### config.mk
export PLATFORM = sky130hd
export DESIGN_NAME = int_to_decimal_ascii
export DESIGN_NICKNAME = d
export VERILOG_FILES = /design/src/hdl/itda_pkg.sv /design/src/hdl/itda_ctrl.sv /design/src/hdl/itda_dp.sv /design/src/hdl/int_to_decimal_ascii.sv
export SDC_FILE = /design/constraint.sdc
export NUM_CORES = 1
export LEC_CHECK = 0
export ABC_AREA = 1
export BUFFER_PORTS_ARGS = -buffer_cell sky130_fd_sc_hd__buf_4
export CAP_MARGIN = 25
export CORE_UTILIZATION = 52
export CTS_BUF_LIST = sky130_fd_sc_hd__clkbuf_8 sky130_fd_sc_hd__clkbuf_16
export DETAILED_ROUTE_END_ITERATION = 8
export GPL_TIMING_DRIVEN = 0
export PLACE_DENSITY = 0.81
export SETUP_SLACK_MARGIN = 0.02
export SLEW_MARGIN = 20
export SYNTH_ARGS = -nofsm -noshare
export SYNTH_HDL_FRONTEND = slang
export SYNTH_SLANG_ARGS = --single-unit
### constraint.sdc
create_clock -name clk_i -period 5 [get_ports clk_i]
set_input_delay 0.75 -clock clk_i [delete_from_list [all_inputs] [get_ports clk_i]]
set_output_delay 0.75 -clock clk_i [all_outputs]
set_load 0.02 [all_outputs]
### src/hdl/itda_pkg.sv
package itda_pkg;

  localparam int VALUE_W     = 32;
  localparam int CHAR_W      = 8;
  localparam int NUM_DIGITS  = 10;
  localparam int DIGIT_IDX_W = 4;
  localparam int CNT_W       = 5;

  localparam logic [CHAR_W-1:0] CHAR_ZERO  = 8'd48;
  localparam logic [CHAR_W-1:0] CHAR_MINUS = 8'd45;

  // Commands from the controller to the datapath.
  typedef struct packed {
    logic load;
    logic shift;
    logic prep;
    logic emit;
  } itda_cmd_t;

  // Status from the datapath to the controller.
  typedef struct packed {
    logic out_free;
    logic emit_last;
  } itda_sts_t;

endpackage

### src/hdl/itda_ctrl.sv
module itda_ctrl
  import itda_pkg::*;
(
  input  logic      clk_i,
  input  logic      rst_ni,
  input  logic      in_valid_i,
  output logic      in_ready_o,
  input  itda_sts_t sts_i,
  output itda_cmd_t cmd_o
);

  localparam logic [1:0] StIdle = 2'd0;
  localparam logic [1:0] StConv = 2'd1;
  localparam logic [1:0] StPrep = 2'd2;
  localparam logic [1:0] StEmit = 2'd3;

  logic [1:0]       state_q, state_d;
  logic [CNT_W-1:0] cnt_q, cnt_d;

  assign in_ready_o = (state_q == StIdle);

  always_comb begin
    state_d = state_q;
    cnt_d   = cnt_q;
    cmd_o   = '0;
    case (state_q)
      StIdle: begin
        if (in_valid_i) begin
          cmd_o.load = 1'b1;
          cnt_d      = '0;
          state_d    = StConv;
        end
      end
      StConv: begin
        cmd_o.shift = 1'b1;
        cnt_d       = cnt_q + 1'b1;
        if (cnt_q == CNT_W'(VALUE_W - 1)) begin
          state_d = StPrep;
        end
      end
      StPrep: begin
        cmd_o.prep = 1'b1;
        state_d    = StEmit;
      end
      StEmit: begin
        if (sts_i.out_free) begin
          cmd_o.emit = 1'b1;
          if (sts_i.emit_last) begin
            state_d = StIdle;
          end
        end
      end
      default: begin
        state_d = StIdle;
      end
    endcase
  end

  always_ff @(posedge clk_i or negedge rst_ni) begin
    if (!rst_ni) begin
      state_q <= StIdle;
      cnt_q   <= '0;
    end else begin
      state_q <= state_d;
      cnt_q   <= cnt_d;
    end
  end

endmodule

### src/hdl/itda_dp.sv
module itda_dp
  import itda_pkg::*;
(
  input  logic               clk_i,
  input  logic               rst_ni,
  input  logic [VALUE_W-1:0] value_i,
  input  itda_cmd_t          cmd_i,
  output itda_sts_t          sts_o,
  output logic               out_valid_o,
  input  logic               out_ready_i,
  output logic [CHAR_W-1:0]  out_char_o,
  output logic               out_last_o
);

  logic [VALUE_W-1:0]               bin_q, bin_d;
  logic [NUM_DIGITS-1:0][3:0]       bcd_q, bcd_d;
  logic [NUM_DIGITS-1:0][3:0]       adj;
  logic                             sign_q;
  logic [DIGIT_IDX_W-1:0]           ptr_q, ptr_top;
  logic                             out_valid_q;
  logic [CHAR_W-1:0]                char_q, next_char;
  logic                             last_q;
  logic [VALUE_W-1:0]               mag;

  assign mag = value_i[VALUE_W-1] ? (~value_i + 1'b1) : value_i;

  // Double dabble: correct every digit of five or more, then shift one bit in.
  always_comb begin
    for (int i = 0; i < NUM_DIGITS; i++) begin
      adj[i] = (bcd_q[i] >= 4'd5) ? (bcd_q[i] + 4'd3) : bcd_q[i];
    end
    {bcd_d, bin_d} = {adj[NUM_DIGITS-1:0], bin_q} << 1;
  end

  // The most significant non-zero digit; zero gives the units digit.
  always_comb begin
    ptr_top = '0;
    for (int i = 0; i < NUM_DIGITS; i++) begin
      if (bcd_q[i] != 4'd0) begin
        ptr_top = DIGIT_IDX_W'(i);
      end
    end
  end

  assign next_char       = sign_q ? CHAR_MINUS : (CHAR_ZERO + {4'b0000, bcd_q[ptr_q]});
  assign sts_o.emit_last = !sign_q && (ptr_q == '0);
  assign sts_o.out_free  = !out_valid_q || out_ready_i;

  always_ff @(posedge clk_i) begin
    if (cmd_i.load) begin
      bin_q  <= mag;
      bcd_q  <= '0;
      sign_q <= value_i[VALUE_W-1];
    end else if (cmd_i.shift) begin
      bin_q <= bin_d;
      bcd_q <= bcd_d;
    end
    if (cmd_i.prep) begin
      ptr_q <= ptr_top;
    end else if (cmd_i.emit) begin
      if (sign_q) begin
        sign_q <= 1'b0;
      end else begin
        ptr_q <= ptr_q - 1'b1;
      end
    end
    if (cmd_i.emit) begin
      char_q <= next_char;
      last_q <= sts_o.emit_last;
    end
  end

  always_ff @(posedge clk_i or negedge rst_ni) begin
    if (!rst_ni) begin
      out_valid_q <= 1'b0;
    end else if (cmd_i.emit) begin
      out_valid_q <= 1'b1;
    end else if (out_ready_i) begin
      out_valid_q <= 1'b0;
    end
  end

  assign out_valid_o = out_valid_q;
  assign out_char_o  = char_q;
  assign out_last_o  = last_q;

endmodule

### src/hdl/int_to_decimal_ascii.sv
// Each accepted item is loaded, converted by the bit-serial double dabble loop in the datapath,
// prepared, then emitted as 1 to 11 characters, each waiting for room in the output register.
// A new item is accepted while the previous item's last character waits in the output register.
// Reset is asynchronous and active low; it empties the output register and idles the controller.
module int_to_decimal_ascii
  import itda_pkg::*;
(
  input  logic               clk_i,
  input  logic               rst_ni,
  input  logic               s_axis_tvalid,
  output logic               s_axis_tready,
  input  logic [VALUE_W-1:0] s_axis_tdata,   // [31:0] value
  output logic               m_axis_tvalid,
  input  logic               m_axis_tready,
  output logic [CHAR_W-1:0]  m_axis_tdata,   // [7:0] character
  output logic               m_axis_tlast
);

  itda_cmd_t cmd;
  itda_sts_t sts;

  itda_ctrl u_ctrl (
    .clk_i      (clk_i),
    .rst_ni     (rst_ni),
    .in_valid_i (s_axis_tvalid),
    .in_ready_o (s_axis_tready),
    .sts_i      (sts),
    .cmd_o      (cmd)
  );

  itda_dp u_dp (
    .clk_i       (clk_i),
    .rst_ni      (rst_ni),
    .value_i     (s_axis_tdata),
    .cmd_i       (cmd),
    .sts_o       (sts),
    .out_valid_o (m_axis_tvalid),
    .out_ready_i (m_axis_tready),
    .out_char_o  (m_axis_tdata),
    .out_last_o  (m_axis_tlast)
  );

endmodule

Word level (Yosys, flattened, before mapping) --
Index checks and enable logic that the tools add are counted.
Word-level totals: flip-flop bits (word level) 94, latch bits 0, bits in writable memories 0, ROM bits 0, input port bits 36, output and inout port bits 11, logic and storage cells 121, memories kept 0
Operators by class: add/sub/neg operators 14, multipliers 0, divide/modulo/power cells 0, magnitude comparators 11, eq/ne operators 9, shifts and indexed selects 0, muxes and demuxes 46, bitwise gates (word level) 1, reduce and logical (&&, ||, !) cells 22
Operators with widths (number):
- 2-to-1 mux 32 bit | 3
- 2-to-1 mux 4 bit | 15
- >= comparator 4 x 3 -> 1 bit (second input constant) | 10
- adder 4 x 2 -> 4 bit (second input constant) | 9
- nonzero test 4 bit | 9
- adder 32 x 1 -> 32 bit (second input constant) | 1
- inverter 32 bit | 1
- binary-select mux 4 bit (select 4 bit) | 1
- 2-to-1 mux 3 bit | 5
- 2-to-1 mux 1 bit | 13
- 2-to-1 mux 2 bit | 6
- one-hot mux 5 bit (2 select lines) | 1
- inequality test 2 bit (second input constant) | 4
- one-hot mux 2 bit (4 select lines) | 1
- nonzero test 2 bit | 4
- adder 6 x 4 -> 7 bit (first input constant) | 1
- adder 5 x 1 -> 5 bit (second input constant) | 1
- == test 5 bit (second input constant) | 1
- less-than comparator 4 x 5 -> 1 bit (second input constant) | 1
- 2-to-1 mux 5 bit | 1
- == test 2 bit (second input constant) | 2
- zero test 4 bit | 1
- AND reduction 2 bit | 2
- AND reduction 4 bit | 1
- other kinds (8) | 9

Longest topological paths before layout --
Gate-level depths: netlist (run 1).
word-level depth 11, depth in mapped cells 12, gate-level depth less buffers 12

By module --
A second synthesis (run 1) with hierarchy kept.
Second synthesis, totals: cell total of the unflattened synthesis 802, area, all modules 5891.9 µm²
By module, submodules not included:
- itda_dp | instances 1, cells an instance 744, area each 5454.0 µm², sequential area each 2107.0 µm²
- itda_ctrl | instances 1, cells an instance 58, area each 437.9 µm², sequential area each 175.2 µm²

Least setup slack after synthesis (run 1) --
No wires, ideal clock.
path kind register to register, from register u_ctrl.state_q[0], to register u_dp.bin_q[0] (enable), library setup time 0.377 ns, data arrival time 1.781 ns, required time 4.623 ns, setup slack 2.842 ns, stages on the path, launching flop included 7, path buffers 2, period minus slack after synthesis 2.158 ns, cell sequence dfrtp_1 -> inv_1 -> ha_1 -> nand2_1 -> buf_4 -> nand2_1 -> buf_2
Between the ends: longest elaborated chain between the ends 3, elaborated cells between the ends (all ways) 5
Ends and longest elaborated chain:
- start, declared | RTL line itda_ctrl.sv:17 | logic [1:0] state_q, state_d;
- start signal, assigned | RTL line itda_ctrl.sv:61 | state_q <= StIdle;
- start signal, assigned | RTL line itda_ctrl.sv:64 | state_q <= state_d;
- zero test 2 bit
- named net s_axis_tready | RTL line int_to_decimal_ascii.sv:11 | output logic s_axis_tready,
- 2-to-1 mux 1 bit | RTL line itda_ctrl.sv:26 | case (state_q)
- nonzero test 2 bit (no source line)
- end signal, assigned | RTL line itda_dp.sv:51 | bin_q <= mag;
- end signal, assigned | RTL line itda_dp.sv:55 | bin_q <= bin_d;
- end, declared | RTL line itda_dp.sv:15 | logic [VALUE_W-1:0] bin_q, bin_d;
The timed path passes the listed nets, and every way through them passes these cells. A chain may end at the register's enable or synchronous reset.

Worst setup path in the final report (run 1) --
from register u_ctrl.state_q[1], to register u_dp.bin_q[25] (enable)
Between the ends: longest elaborated chain between the ends 3, elaborated cells between the ends (all ways) 5
Ends and longest elaborated chain (RTL line):
- == test 2 x 1 -> 1 bit or zero test 2 bit (tied branches) | itda_ctrl.sv:26
- 2-to-1 mux 1 bit | itda_ctrl.sv:26
- nonzero test 2 bit (no source line) *
Every way passes the cells marked *; elsewhere a longest branch is shown, timed or not.

==> impl_summary.md, run 1 <==
Outcome
The flow ran to the end, and the final reports show no timing, DRC or antenna violations.

STA
At the pin with the least slew margin, the transition time is 0.976 ns. Setup repair after global routing left no endpoint under its margin. The worst pin sits at a relative slew slack of 34.9%. The number of pins with negative max-slew slack in the final report is 0. Across all setup checks in the final design, the least slack found is 2.38 ns. After layout, the worst path uses approximately 52% of the clock period. The maximum clock frequency is between 300 and 400 MHz. The final hold violation count is 0.

The minimum period implied by the final worst setup slack is roughly 2.6 ns. After routing, the total negative slack on setup checks comes to 0 ns. Setup violations remaining at the end of the flow were counted as 0. Clock skew on the completed layout was measured at 0.0113 ns.

Layout
The count of nets after finishing is 894. Compared with the post-synthesis result, the final layout area differs by 12.2%. Of the cells placed in the final design, the portion with a size suffix greater than 1 is 11.3%. Once layout is complete, the cells apart from fillers number about 970. The number of antenna repair diodes is 0.

Summing all non-filler instances in the final layout gives an area of 6470 sq um.

Logic synthesis
The count of different cell masters after synthesis is 42. The synthesized instance count is 774. After synthesis the netlist holds a flip-flop and latch count of ~90. The primary flip-flop cell chosen by synthesis mapping is edfxtp_1. Ranked by instance count, the synthesized netlist is headed by nand2_1, o21ai_0, inv_1. The netlist area before placement is 5770 sq um. By area the synthesized netlist is led by edfxtp_1, dfxtp_1, nand2_1, o21ai_0, ha_1.

The share of synthesized area in the top cell type comes to 21.9%. The share of the Yosys chip area taken by registers is approximately 40%. In this run, synthesis inferred 42 flip-flops with an integrated enable. During synthesis, Yosys emitted a total of 0 warnings.

For this run, asynchronously set or reset flops after synthesis account for 8.79%. The mean area per synthesized cell is 7.45 sq um. Yosys instantiated no cell more often than nand2_1.

The synthesized design spends more area on one cell type than any other, namely edfxtp_1.

Clocking
Buffers inserted to repair hold after CTS numbered 0. The later pin in the worst-skew pair is clocked with a latency of 0.38 ns. The H-tree was split into 3 levels. The longest clock path from root to sink contains 2 buffers.

The count of buffers added by post-CTS timing repair for setup is 0. The root buffer cell chosen for the clock tree is clkbuf_8. After clock tree synthesis, the repair step resized 0 gates. TritonCTS built the clock tree. The number of clock buffers added by TritonCTS is 9. Clock-pin slew was measured on the worst setup and hold paths at around 0.090 ns.

The total clock sinks is 91.

Setup path
In this run the number of cells on the critical path is 6. The top cell family by delay on the critical path is buffers and inverters. The maximum single-stage delay on the critical path is roughly 0.83 ns. The critical path contains buffers and inverters numbering 3 combined. The number of cells on the worst reg-to-reg path is 6. The worst setup path is launched from a register. The slowest stage of the critical path belongs to the cell buf_2. The maximum fanout along the worst path is 41. The signal on the critical path passes through inv_1 > ha_1 > nand2_1 > buf_4 > nand2_1 > buf_2. STA puts the critical path data arrival time at 2.61 ns. For the worst setup path, the data required time is 5.00 ns. The critical path is of the register to register type. The worst register-to-register path has a setup slack of 2.38 ns.

The endpoint class of the critical path is a register. The most numerous cell type found on the critical path is nand2_1.

Worst hold path
The worst hold path belongs to the class primary input to async pin.

Route
The number of detailed-route iterations in the first pass is 5. The routed via count is 5,291. The routed length per instance is between 10 and 15 um.

The remaining routing DRC violations is 0. The DRC violation total after the first TritonRoute iteration is between 300 and 400. The number of vias per cell is 5.43. Once detail routing completed, the nets flagged for antenna violations numbered 0.

After detailed routing, the total wire length is ~14,000 um.

Power and ir drop
The power per unit of standard cell area is 474 nW/um^2. In this run the static leakage power is 0.00283 uW. VDD sags by at most 290 uV.

Global routing
The first global-routing pass estimated ~23,000 um of wire. The largest net degree at the start of global routing is 42. The total global routing overflow is 0. The number of antenna violations at the first check in global routing is 0. The total routing resource utilization after global routing is 25.4%.

The number of global-route vias before repair is between 4,000 and 5,000.

Floorplan
The die is 107 um wide. For this configuration, the core starts out at a cell density of 53.2%. After floorplanning, the core was sized to cover 10,800 sq um. The die covers 11,500 sq um.

The height of the die is between 100 and 150 um. The number of top-level pins is 47. The initialized floorplan defines 38 standard-cell rows.

Placed design
The congestion estimate from routability-driven global placement came to 0.920. The half-perimeter wire length after placement is 10,300 um. The total instance count after detailed placement is around 960.

The placed instance area is 6270 sq um. At the placement stage, the worst setup path has a slack of 2.39 ns. The number of buffers added on ports is 43.

Flow run
The tool flagged a number of max-cap violations equal to 0.
[through the flow]
step           power, uW  util [%]  hold WS (ns)
6_report            3070      59.7         0.169
5_1_grt             3270      59.7         0.166
4_1_cts             3060      59.7         0.167
3_5_place_dp        2560      57.8         0.442
3_3_place_gp        2520      57.8         0.428
2_1_floorplan       2150         -         0.422
[report_power, final]
part,internal [uW],switching [uW]
registers,1140,112
clock network,248,255
logic,428,888
[flip-flops by register name, indices dropped and copies added, names as in the netlist]
register          cells
u_ctrl.cnt_q          5
u_dp.sign_q           1
u_dp.out_char_o       5
u_dp.bcd_q           40
u_dp.ptr_q            4
u_dp.out_valid_o      1
u_dp.bin_q           32
u_dp.out_last_o       1
u_ctrl.state_q        2
[cells by family after synthesis]
group	Yosys count	synth area share, %
xor+xnor	21	3.19
fa+ha+maj	29	6.29
simple gates	340	25.6
flops	91	39.6
buf+inv	110	7.98
other cells	2	0.130
compound gates	181	17.2
[final timing paths]
kind	start	endpoint
worst max-delay path	u_ctrl.state_q[1]$_DFFE_PN0P_	u_dp.bin_q[25]$_DFFE_PP_
worst min-delay path	rst_ni	u_ctrl.cnt_q[4]$_DFFE_PN0P_
max in group asynchronous	rst_ni	u_ctrl.cnt_q[1]$_DFFE_PN0P_
worst max register to register	u_ctrl.state_q[1]$_DFFE_PN0P_	u_dp.bin_q[25]$_DFFE_PP_
min in group clk_i	u_dp.bin_q[31]$_DFFE_PP_	u_dp.bcd_q[0]$_SDFFE_PP0P_
worst min register to register	u_dp.bin_q[31]$_DFFE_PP_	u_dp.bcd_q[0]$_SDFFE_PP0P_
[metal layers]
metal | global-route usage (%) | share of wire [%] | vias up | wire (um)
li1 | - | - | 2709 | -
met1 | 32.1 | 45 | 2380 | 6260
met2 | 43.0 | 47 | 176 | 6590
met3 | 5.45 | 5.7 | 26 | 796
met4 | 8.22 | 2.1 | 0 | 297
met5 | 0 | 0 | - | 0
[cell usage in the layout (no fill, tap or decap), types with 3 or more instances in the layout]
cell type  synthesis  final
dfrtp_1            8      8
conb_1             2      3
xnor2_1            7      7
xor2_1            14     14
edfxtp_1          42     42
o22ai_1           13     13
o21ai_0           93     93
clkinv_1           2      3
clkbuf_8           0     10
nand2_1          182    182
nor2_4             3      3
nor3_1             3      3
o2111ai_1          3      3
a21oi_1           54     54
nand3_1           54     54
or2_2              4      4
buf_4              7     50
ha_1              29     29
a32o_1             3      3
nand4_1           11     11
o211ai_1           7      7
nand3b_1           5      5
clkbuf_1           8      8
buf_2             11     11
nor2_1            63     63
dfxtp_1           41     41
inv_1             79     82
nor2_2             4      4
or2_0              3      3
[layout make-up]
cell class,count,area [sq um]
clock buffer,12,188
buffer,27,149
timing repair buffer,43,323
inverter,83,312
sequential,91,2280
multi-input combinational,574,3030
fill,987,4370
tap,140,175
clock inverter,4,15.0
[worst register-to-register path: cells and delay by family (launching register included)]
family / cells / cell delay [ns]
fa+ha+maj: 1 / 0.29
buf+inv: 3 / 1.14
flops: 1 / 0.41
simple gates: 2 / 0.39
Note: power is estimated with default switching activity, not from simulation.
==> run 2, diff against run 1 <==
--- a/config.mk
+++ b/config.mk
@@ -5,7 +5,7 @@
 export SDC_FILE = /design/constraint.sdc
 export NUM_CORES = 1
 export LEC_CHECK = 0
-export ABC_AREA = 1
+export ABC_AREA = 0
 export BUFFER_PORTS_ARGS = -buffer_cell sky130_fd_sc_hd__buf_4
 export CAP_MARGIN = 25
 export CORE_UTILIZATION = 52
==> constraint.sdc (replaced) <==
create_clock -name clk_i -period 2.67 [get_ports clk_i]
set_input_delay 0.4005 -clock clk_i [delete_from_list [all_inputs] [get_ports clk_i]]
set_output_delay 0.4005 -clock clk_i [all_outputs]
set_load 0.02 [all_outputs]
==> impl_summary.md, run 2 <==
Logic synthesis
The fraction of post-synthesis cell area in the top cell type by area came to 21.7% (-0.16 points). The proportion of synthesized area in mux cells is 7.48% (+7.5 points). The synthesized instance count is 635 (-18%). The post-synthesis xor/xnor area fraction is 6.48% (+3.3 points). The async set or reset register ratio after synthesis is 8.79% (unchanged).

For this run, the leading register cell type out of synthesis is edfxtp_1. The adder-cell area share of the yosys netlist came to 6.25% (-0.045 points). The count of flip-flops with a built-in enable after synthesis was 42 (unchanged).

The count of different cell masters after synthesis was 55 (+31%). The most common cell in the synthesized netlist is nand2_1. The area share of and/or/nand/nor cells after synthesis is 18.6% (-7.1 points). The netlist area before placement came to 5810 sq um (+0.72%).

The combinational family with the most area after synthesis is simple AND/OR/NAND/NOR gates. The cell type contributing the most total cell area after synthesis is edfxtp_1. The number of register bits inferred by synthesis is 91 (unchanged). The yosys synthesis warning count is 0 (unchanged). The fraction of the mapped netlist area in compound gates is 16.9% (-0.34 points).

The mean area per synthesized cell is 9.15 sq um (+23%). Sorting the synthesized cells by area gives the leading types as edfxtp_1, dfxtp_1, ha_1, o21ai_0, nand2_1. The proportion of synthesized chip area in sequential cells came to 39.3% (-0.28 points). By count the netlist is led by nand2_1, o21ai_0, a21oi_1.

Floorplan
The area of the core region came to 10,800 sq um (unchanged). The area of the die is 11,600 sq um (+0.70%). The height of the die came to 108 um (+0.35%). The die width was 108 um (+0.35%). The starting density of the core is 53.6% (+0.38 points). The number of top-level pins is 47 (unchanged).

The total number of placement rows is 38 (unchanged).

Setup path
The length in cells of the worst reg-to-reg path is 7 (+1). The endpoint arrival time on the critical path is 2.49 ns (-0.12 ns). The cell with the biggest individual delay on the critical path is dfrtp_1. The worst register-to-register path ends at u_dp.bin_q[7]$_DFFE_PP_.

The most frequent cell on the critical path is clkbuf_1. The minimum setup slack among reg-to-reg paths is 0.22 ns (-2.17 ns). The number of buffers and inverters on the critical path was 4 (+1).

The endpoint class of the critical path is a register. Among cell families on the critical path, the largest total delay comes from buffers and inverters. The maximum single-stage delay on the critical path is 0.41 ns (-0.42 ns). The worst register-to-register path begins at u_ctrl.state_q[0]$_DFFE_PN0P_. The critical path is of the register to register type. STA classifies the critical path startpoint as a register. The critical path goes through inv_1 > ha_1 > clkbuf_1 > nand2_1 > clkbuf_1 > clkbuf_2 > nand2b_4. The maximum fanout along the worst path is 32 (-22%). The worst path required time is 2.71 ns (-2.29 ns).

STA
The final-layout worst hold slack is 0.318 ns (+0.149 ns). Setup repair after global routing left no endpoint under its margin. The post-route setup TNS is 0 ns (unchanged). The clock skew is 0.0105 ns (-0.000732 ns). The maximum clock frequency is 407 MHz (+6.6%).

The post-route fraction of the period consumed by the critical path is 91.9% (+40 points). The minimum period implied by the final worst setup slack is 2.45 ns (-0.161 ns). The final count of negative-setup-slack endpoints is 0 (unchanged). The final hold violation count came to 0 (unchanged). The relative slew slack is 46.6% (+12 points). The number of pins with negative max-slew slack in the final report is 0 (unchanged). The transition time at the pin with the least slew margin is 0.801 ns (-0.175 ns).

Worst hold path
The hold path endpoint is u_dp.out_valid_o$_DFFE_PN0P_. The worst hold path was traced through 3 stages. The worst min-delay path category is primary input to register. The launch point of the worst hold path is m_axis_tready.

Layout
The final cell utilization of the core is 59.7% (about the same). The top cell types in the final layout, fill and taps aside, are nand2_1, o21ai_0, buf_4. In the final layout, the registers with the most flip-flops are u_dp.bcd_q: 40 flops, u_dp.bin_q: 32 flops.

The fraction of layout cells with a size suffix above 1 is 12.1% (+0.82 points). Leaving out fill and tap cells, the most frequent cell in the layout is nand2_1. The flip-flop count of the largest register, all copies and words added is 40 (unchanged). The area growth from synthesis to final layout is 11.5%. The number of antenna repair diodes came to 0 (unchanged). The register name with the most flops is u_dp.bcd_q. The count of nets after finishing is 755 (-16%).

Clocking
The TritonCTS clock tree is built. In this run the clock root is driven by a clkbuf_8. The total clock sinks is 91 (unchanged). The buffer levels on the longest clock path is 2 (unchanged). The worst-skew pair later-pin latency came to 0.38 ns (about the same).

The post-CTS clock slew at the launch and capture registers of the worst setup and hold paths is 0.09 ns (about the same). The total number of H-tree levels is 3 (unchanged). The total clock buffers created by CTS is 9 (unchanged). The count of buffers added by post-CTS timing repair for setup was 0 (unchanged).

Global routing
The total global routing overflow is 0 (unchanged). The global-route wire length before repair came to 23,900 um (+5.8%). The largest net degree at the start of global routing came to 33 (-21%). The number of antenna violations at the first check in global routing was 0 (unchanged). The number of global-route vias before repair is 4,929 (+2.8%). The total routing resource utilization after global routing is 26.6% (+1.3 points).

Route
The remaining routing DRC violations was 0 (unchanged). The routed length per instance is 17.3 um (+21%). The total wire length came to 14,500 um (+3.7%). The number of detailed-route iterations in the first pass was 5 (unchanged). The number of vias per cell was 6.03 (+11%). The antenna violation net count after detailed routing is 0 (unchanged). The routed via count is 5,034 (-4.9%).

The DRC violation total after the first TritonRoute iteration is 407 (+26%).

Placed design
The number of buffers added on ports is 42 (-2.3%). The half-perimeter wire length after placement is 10,300 um (+0.77%). The global placement routability congestion came to 0.898 (-2.4%).

Power and ir drop
The power per unit of standard cell area was 1030 nW/um^2 (+120%). The leakage component of the power is 0.00258 uW (-8.8%). The maximum ir drop on the vdd rail was 578 uV (+100%).

Flow run
The number of max-cap violations is 0 (unchanged).

Outcome
The run finished with clean final reports.
run 2: worst max path at each step:
| stage | cells past startpoint | from | endpoint | slack (ns) |
|---|---|---|---|---|
| final | 7 | u_ctrl.state_q[0]$_DFFE_PN0P_ | u_dp.bin_q[7]$_DFFE_PP_ | 0.22 |
| after global routing | 7 | u_ctrl.state_q[0]$_DFFE_PN0P_ | u_dp.bin_q[5]$_DFFE_PP_ | 0.04 |
| after CTS | 7 | u_ctrl.state_q[0]$_DFFE_PN0P_ | u_dp.bin_q[13]$_DFFE_PP_ | 0.03 |
| after detailed placement | 7 | u_ctrl.state_q[0]$_DFFE_PN0P_ | u_dp.bin_q[23]$_DFFE_PP_ | -0.20 |
| after global placement | 5 | u_ctrl.state_q[1]$_DFFE_PN0P_ | u_dp.bin_q[1]$_DFFE_PP_ | -0.12 |
| after floorplan | 7 | u_ctrl.state_q[0]$_DFFE_PN0P_ | u_dp.bin_q[0]$_SDFFCE_PN0P_ | 0.34 |
run 2: final cells by class:
cell class                      count  area, sq um
Fill cell                         919         4360
Multi-Input combinational cell    475         3250
Sequential cell                    91         2280
Timing Repair Buffer               43          325
Tap cell                          140          175
Buffer                             38          169
Clock buffer                        9          124
Inverter                           32          120
Clock inverter                      7         30.0
run 2: cells by family after synthesis:
group | after synthesis
and+or+nand+nor | 208
xor gates and xnor gates | 43
AOI/OAI and AO/OA | 159
adders and majority gates | 29
DFF | 91
other | 2
buffers and inverters | 70
muxes | 33
run 2: metrics by stage:
stage,worst slack [ns],area [sq um],power (uW),cells
4_1_cts,0.0266,6470,6620,835
2_1_floorplan,0.339,5810,4850,636
3_5_place_dp,-0.197,6300,5780,818
5_1_grt,0.0416,6480,7130,835
6_report,0.215,6480,6660,835
3_3_place_gp,-0.119,6300,5590,818
run 2: report_power, final:
part           switching [uW]  internal (uW)
clock network             502            321
registers                 399           2240
logic                    1940           1270
total                    2840           3830
run 2: tightest hold or removal path: stages:
cell and delay [ns]:
buf_4 0.07, nand2b_1 0.13, nand2b_1 0.06
run 2: routing by layer:
metal	up-vias	global-route usage [%]	part of all wire [%]	wire, um
li1	2362	-	-	-
met1	2408	33.2	41	5990
met2	221	44.3	48	6960
met3	43	4.36	7.2	1050
met4	0	13.7	3.2	464
met5	-	0	0	0
run 2: what timing repair did:
item / CTS / global route
hold buffers: 1 / 0
hold endpoints to repair: 8 / 0
gates resized for setup: 1 / 4
setup endpoints to repair: 32 / 36
==> run 3, diff against run 2 <==
--- a/config.mk
+++ b/config.mk
@@ -13,7 +13,7 @@
 export DETAILED_ROUTE_END_ITERATION = 8
 export GPL_TIMING_DRIVEN = 0
 export PLACE_DENSITY = 0.81
-export SETUP_SLACK_MARGIN = 0.02
+export SETUP_SLACK_MARGIN = 0.4
 export SLEW_MARGIN = 20
 export SYNTH_ARGS = -nofsm -noshare
 export SYNTH_HDL_FRONTEND = slang
==> impl_summary.md, run 3 (synthesis results as in run 2) <==
Outcome
The run finished with clean final reports.

Layout
The final cell utilization of the core is 60.9% (+1.2 points). The count of nets after finishing is 758 (+0.40%). u_dp.bcd_q holds more flip-flops than any other register.

The summed area of non-filler cells in the final layout came to 6600 sq um (+1.9%). The top cell types in the final layout, fill and taps aside, are nand2_1, o21ai_0, buf_4. The number of antenna repair diodes was 0 (unchanged). Leaving out fill and tap cells, the most frequent cell in the layout is nand2_1.

The fraction of layout cells with a size suffix above 1 is 14.6% (+2.5 points). The largest registers in the layout are u_dp.bcd_q: 40 flops, u_dp.bin_q: 32 flops. The number of cells in the finished layout apart from fillers is 838 (+0.36%). The footprint of the multi-input gates is 3290 sq um (+1.2%). The flip-flop count of the largest register, all copies and words added is 40 (unchanged).

The register area was 2280 sq um (unchanged). The total of fill cells in the finished design came to 875 (-4.8%). The area growth from synthesis to layout is 13.7%.

STA
The transition time at the pin with the least slew margin is 0.701 ns (-0.0997 ns). The post-route fraction of the period consumed by the critical path is 82.6% (-9.3 points). Setup repair after global routing left no endpoint under its margin. The post-route setup TNS was 0 ns (unchanged). The final count of negative-setup-slack endpoints is 0 (unchanged). The relative slew slack is 53.2% (+6.6 points). The maximum clock frequency is 453 MHz (+11%). The clock skew came to 0.00973 ns (-0.000814 ns). The final critical-path setup slack is 0.464 ns (+0.249 ns).

The final hold violation count came to 0 (unchanged). The minimum period implied by the final worst setup slack is 2.21 ns (-0.249 ns). The number of pins with negative max-slew slack in the final report was 0 (unchanged).

Global routing
The total global routing overflow was 0 (unchanged). The number of global-route vias before repair is 4,875 (-1.1%). The number of antenna violations at the first check in global routing came to 0 (unchanged). The global-route wire length before repair was 23,100 um (-3.4%). The largest net degree at the start of global routing is 17 (-48%). The total routing resource utilization after global routing came to 25.7% (-0.94 points).

Clocking
The tree is rooted in a clkbuf_8. The TritonCTS clock tree is built. The buffer levels on the longest clock path is 2 (unchanged).

The total clock sinks is 91 (unchanged). The post-CTS clock slew at the launch and capture registers of the worst setup and hold paths came to 0.09 ns (about the same). The total number of H-tree levels was 3 (unchanged). The worst-skew pair later-pin latency was 0.37 ns (about the same). The total clock buffers created by CTS is 9 (unchanged).

Route
The number of detailed-route iterations in the first pass was 5 (unchanged). The total wire length came to 14,400 um (-0.12%). The remaining routing DRC violations was 0 (unchanged). The antenna violation net count after detailed routing is 0 (unchanged). The DRC violation total after the first TritonRoute iteration is 381 (-6.4%). The routed length per instance is 17.2 um (-0.48%). The number of vias per cell is 5.98 (-0.87%). The routed via count is 5,008 (-0.52%).

Floorplan
The starting density of the core is 53.6% (unchanged). The area of the die is 11,600 sq um (unchanged). The height of the die was 108 um (unchanged). The number of top-level pins is 47 (unchanged). The die width is 108 um (unchanged). The total number of placement rows is 38 (unchanged). The area of the core region was 10,800 sq um (unchanged).

Setup path
The critical path goes through clkbuf_4 > buf_4 > inv_1 > ha_1 > nor4b_4 > nand2_1 > a221o_1 > mux2_2. The endpoint class of the critical path is a register. The worst path required time is 2.93 ns (+0.22 ns). The endpoint arrival time on the critical path came to 2.46 ns (-0.03 ns). The path type of the worst setup path is register to register. The worst setup path is launched from a register. The cell with the biggest individual delay on the critical path is edfxtp_1. The maximum single-stage delay on the critical path came to 0.37 ns (-0.04 ns). The maximum fanout along the worst path is 10 (-69%).

Placed design
The total instance count after detailed placement is 818 (unchanged). The global placement routability congestion is 0.909 (+1.3%). The half-perimeter wire length after placement is 10,000 um (-3.2%). The number of buffers added on ports is 42 (unchanged). The placed instance area is 6310 sq um (about the same). The setup slack after placement is 0.0405 ns (+0.238 ns).

Power and ir drop
The maximum ir drop on the vdd rail was 667 uV (+15%). The power per unit of standard cell area was 1050 nW/um^2 (+2.0%). The leakage component of the power is 0.00267 uW (+3.3%).

Flow run
The number of max-cap violations was 0 (unchanged).

Worst hold path
The worst min-delay path category is primary input to register.
run 3: cell count changes in the layout (fill, tap and decap cells not counted), sizes merged:
cell / previous run / this run
buf: 50 / 52
bufinv: 0 / 2
clkinv: 3 / 1
nand2b: 35 / 36
run 3: layer usage:
layer | wire (um) | GRT usage, % | vias to the layer above
li1 | - | - | 2376
met1 | 6190 | 32.5 | 2403
met4 | 274 | 11.6 | 0
met5 | 0 | 0 | -
met2 | 6980 | 42.5 | 206
met3 | 1010 | 4.72 | 23
run 3: layout make-up:
class / instances / area share (%)
clock buffer: 9 / 1.88
buffer: 38 / 2.92
timing repair buffer: 45 / 5.16
clock inverter: 7 / 1.19
multi-input combinational: 476 / 49.8
inverter: 32 / 1.82
tap: 140 / 2.65
sequential: 91 / 34.6
run 3: what timing repair did:
item                                    4_1_cts  5_1_grt
cloned                                        1        0
resized for setup                            11       22
pin swaps                                     0        1
endpoints found under the setup margin       65       88
endpoints found under the hold margin         8        0
buffers inserted                              0        2
hold buffers                                  1        0
run 3: report_power, final:
group	total, uW	internal, uW	switching, uW
clock network	1010	512	494
registers	2620	2240	387
logic	3300	1330	1970
run 3: final timing paths:
kind                                                from                             to  slack (ns)  depth (start not counted)
worst max-delay path             u_dp.ptr_q[0]$_DFFE_PP_  u_ctrl.state_q[1]$_DFFE_PN0P_        0.46                          8
max in group asynchronous                         rst_ni    u_ctrl.cnt_q[0]$_DFFE_PN0P_        2.16                          2
worst min-delay path                       m_axis_tready   u_dp.out_valid_o$_DFFE_PN0P_        0.33                          3
worst max register to register   u_dp.ptr_q[0]$_DFFE_PP_  u_ctrl.state_q[1]$_DFFE_PN0P_        0.46                          8
min in group asynchronous                         rst_ni    u_ctrl.cnt_q[3]$_DFFE_PN0P_        0.37                          2
worst min register to register  u_dp.bin_q[31]$_DFFE_PP_     u_dp.bcd_q[0]$_SDFFE_PP0P_        0.50                          2
run 3: per-stage QoR:
stage	hold WS (ns)	total power [uW]
global route	0.351	7380
global placement	0.223	5580
detailed placement	0.229	5770
finish	0.331	6930
floorplan	0.105	4850
CTS	0.325	6820
run 3: critical path: cells and delay by family (launching register included):
family	cells	cell delay, ns
adder cells (fa/ha/maj)	1	0.19
multiplexers	1	0.30
AND/OR/NAND/NOR	2	0.37
AO/OA/AOI/OAI	1	0.35
buffers and inverters	3	0.52
flip-flops	1	0.37
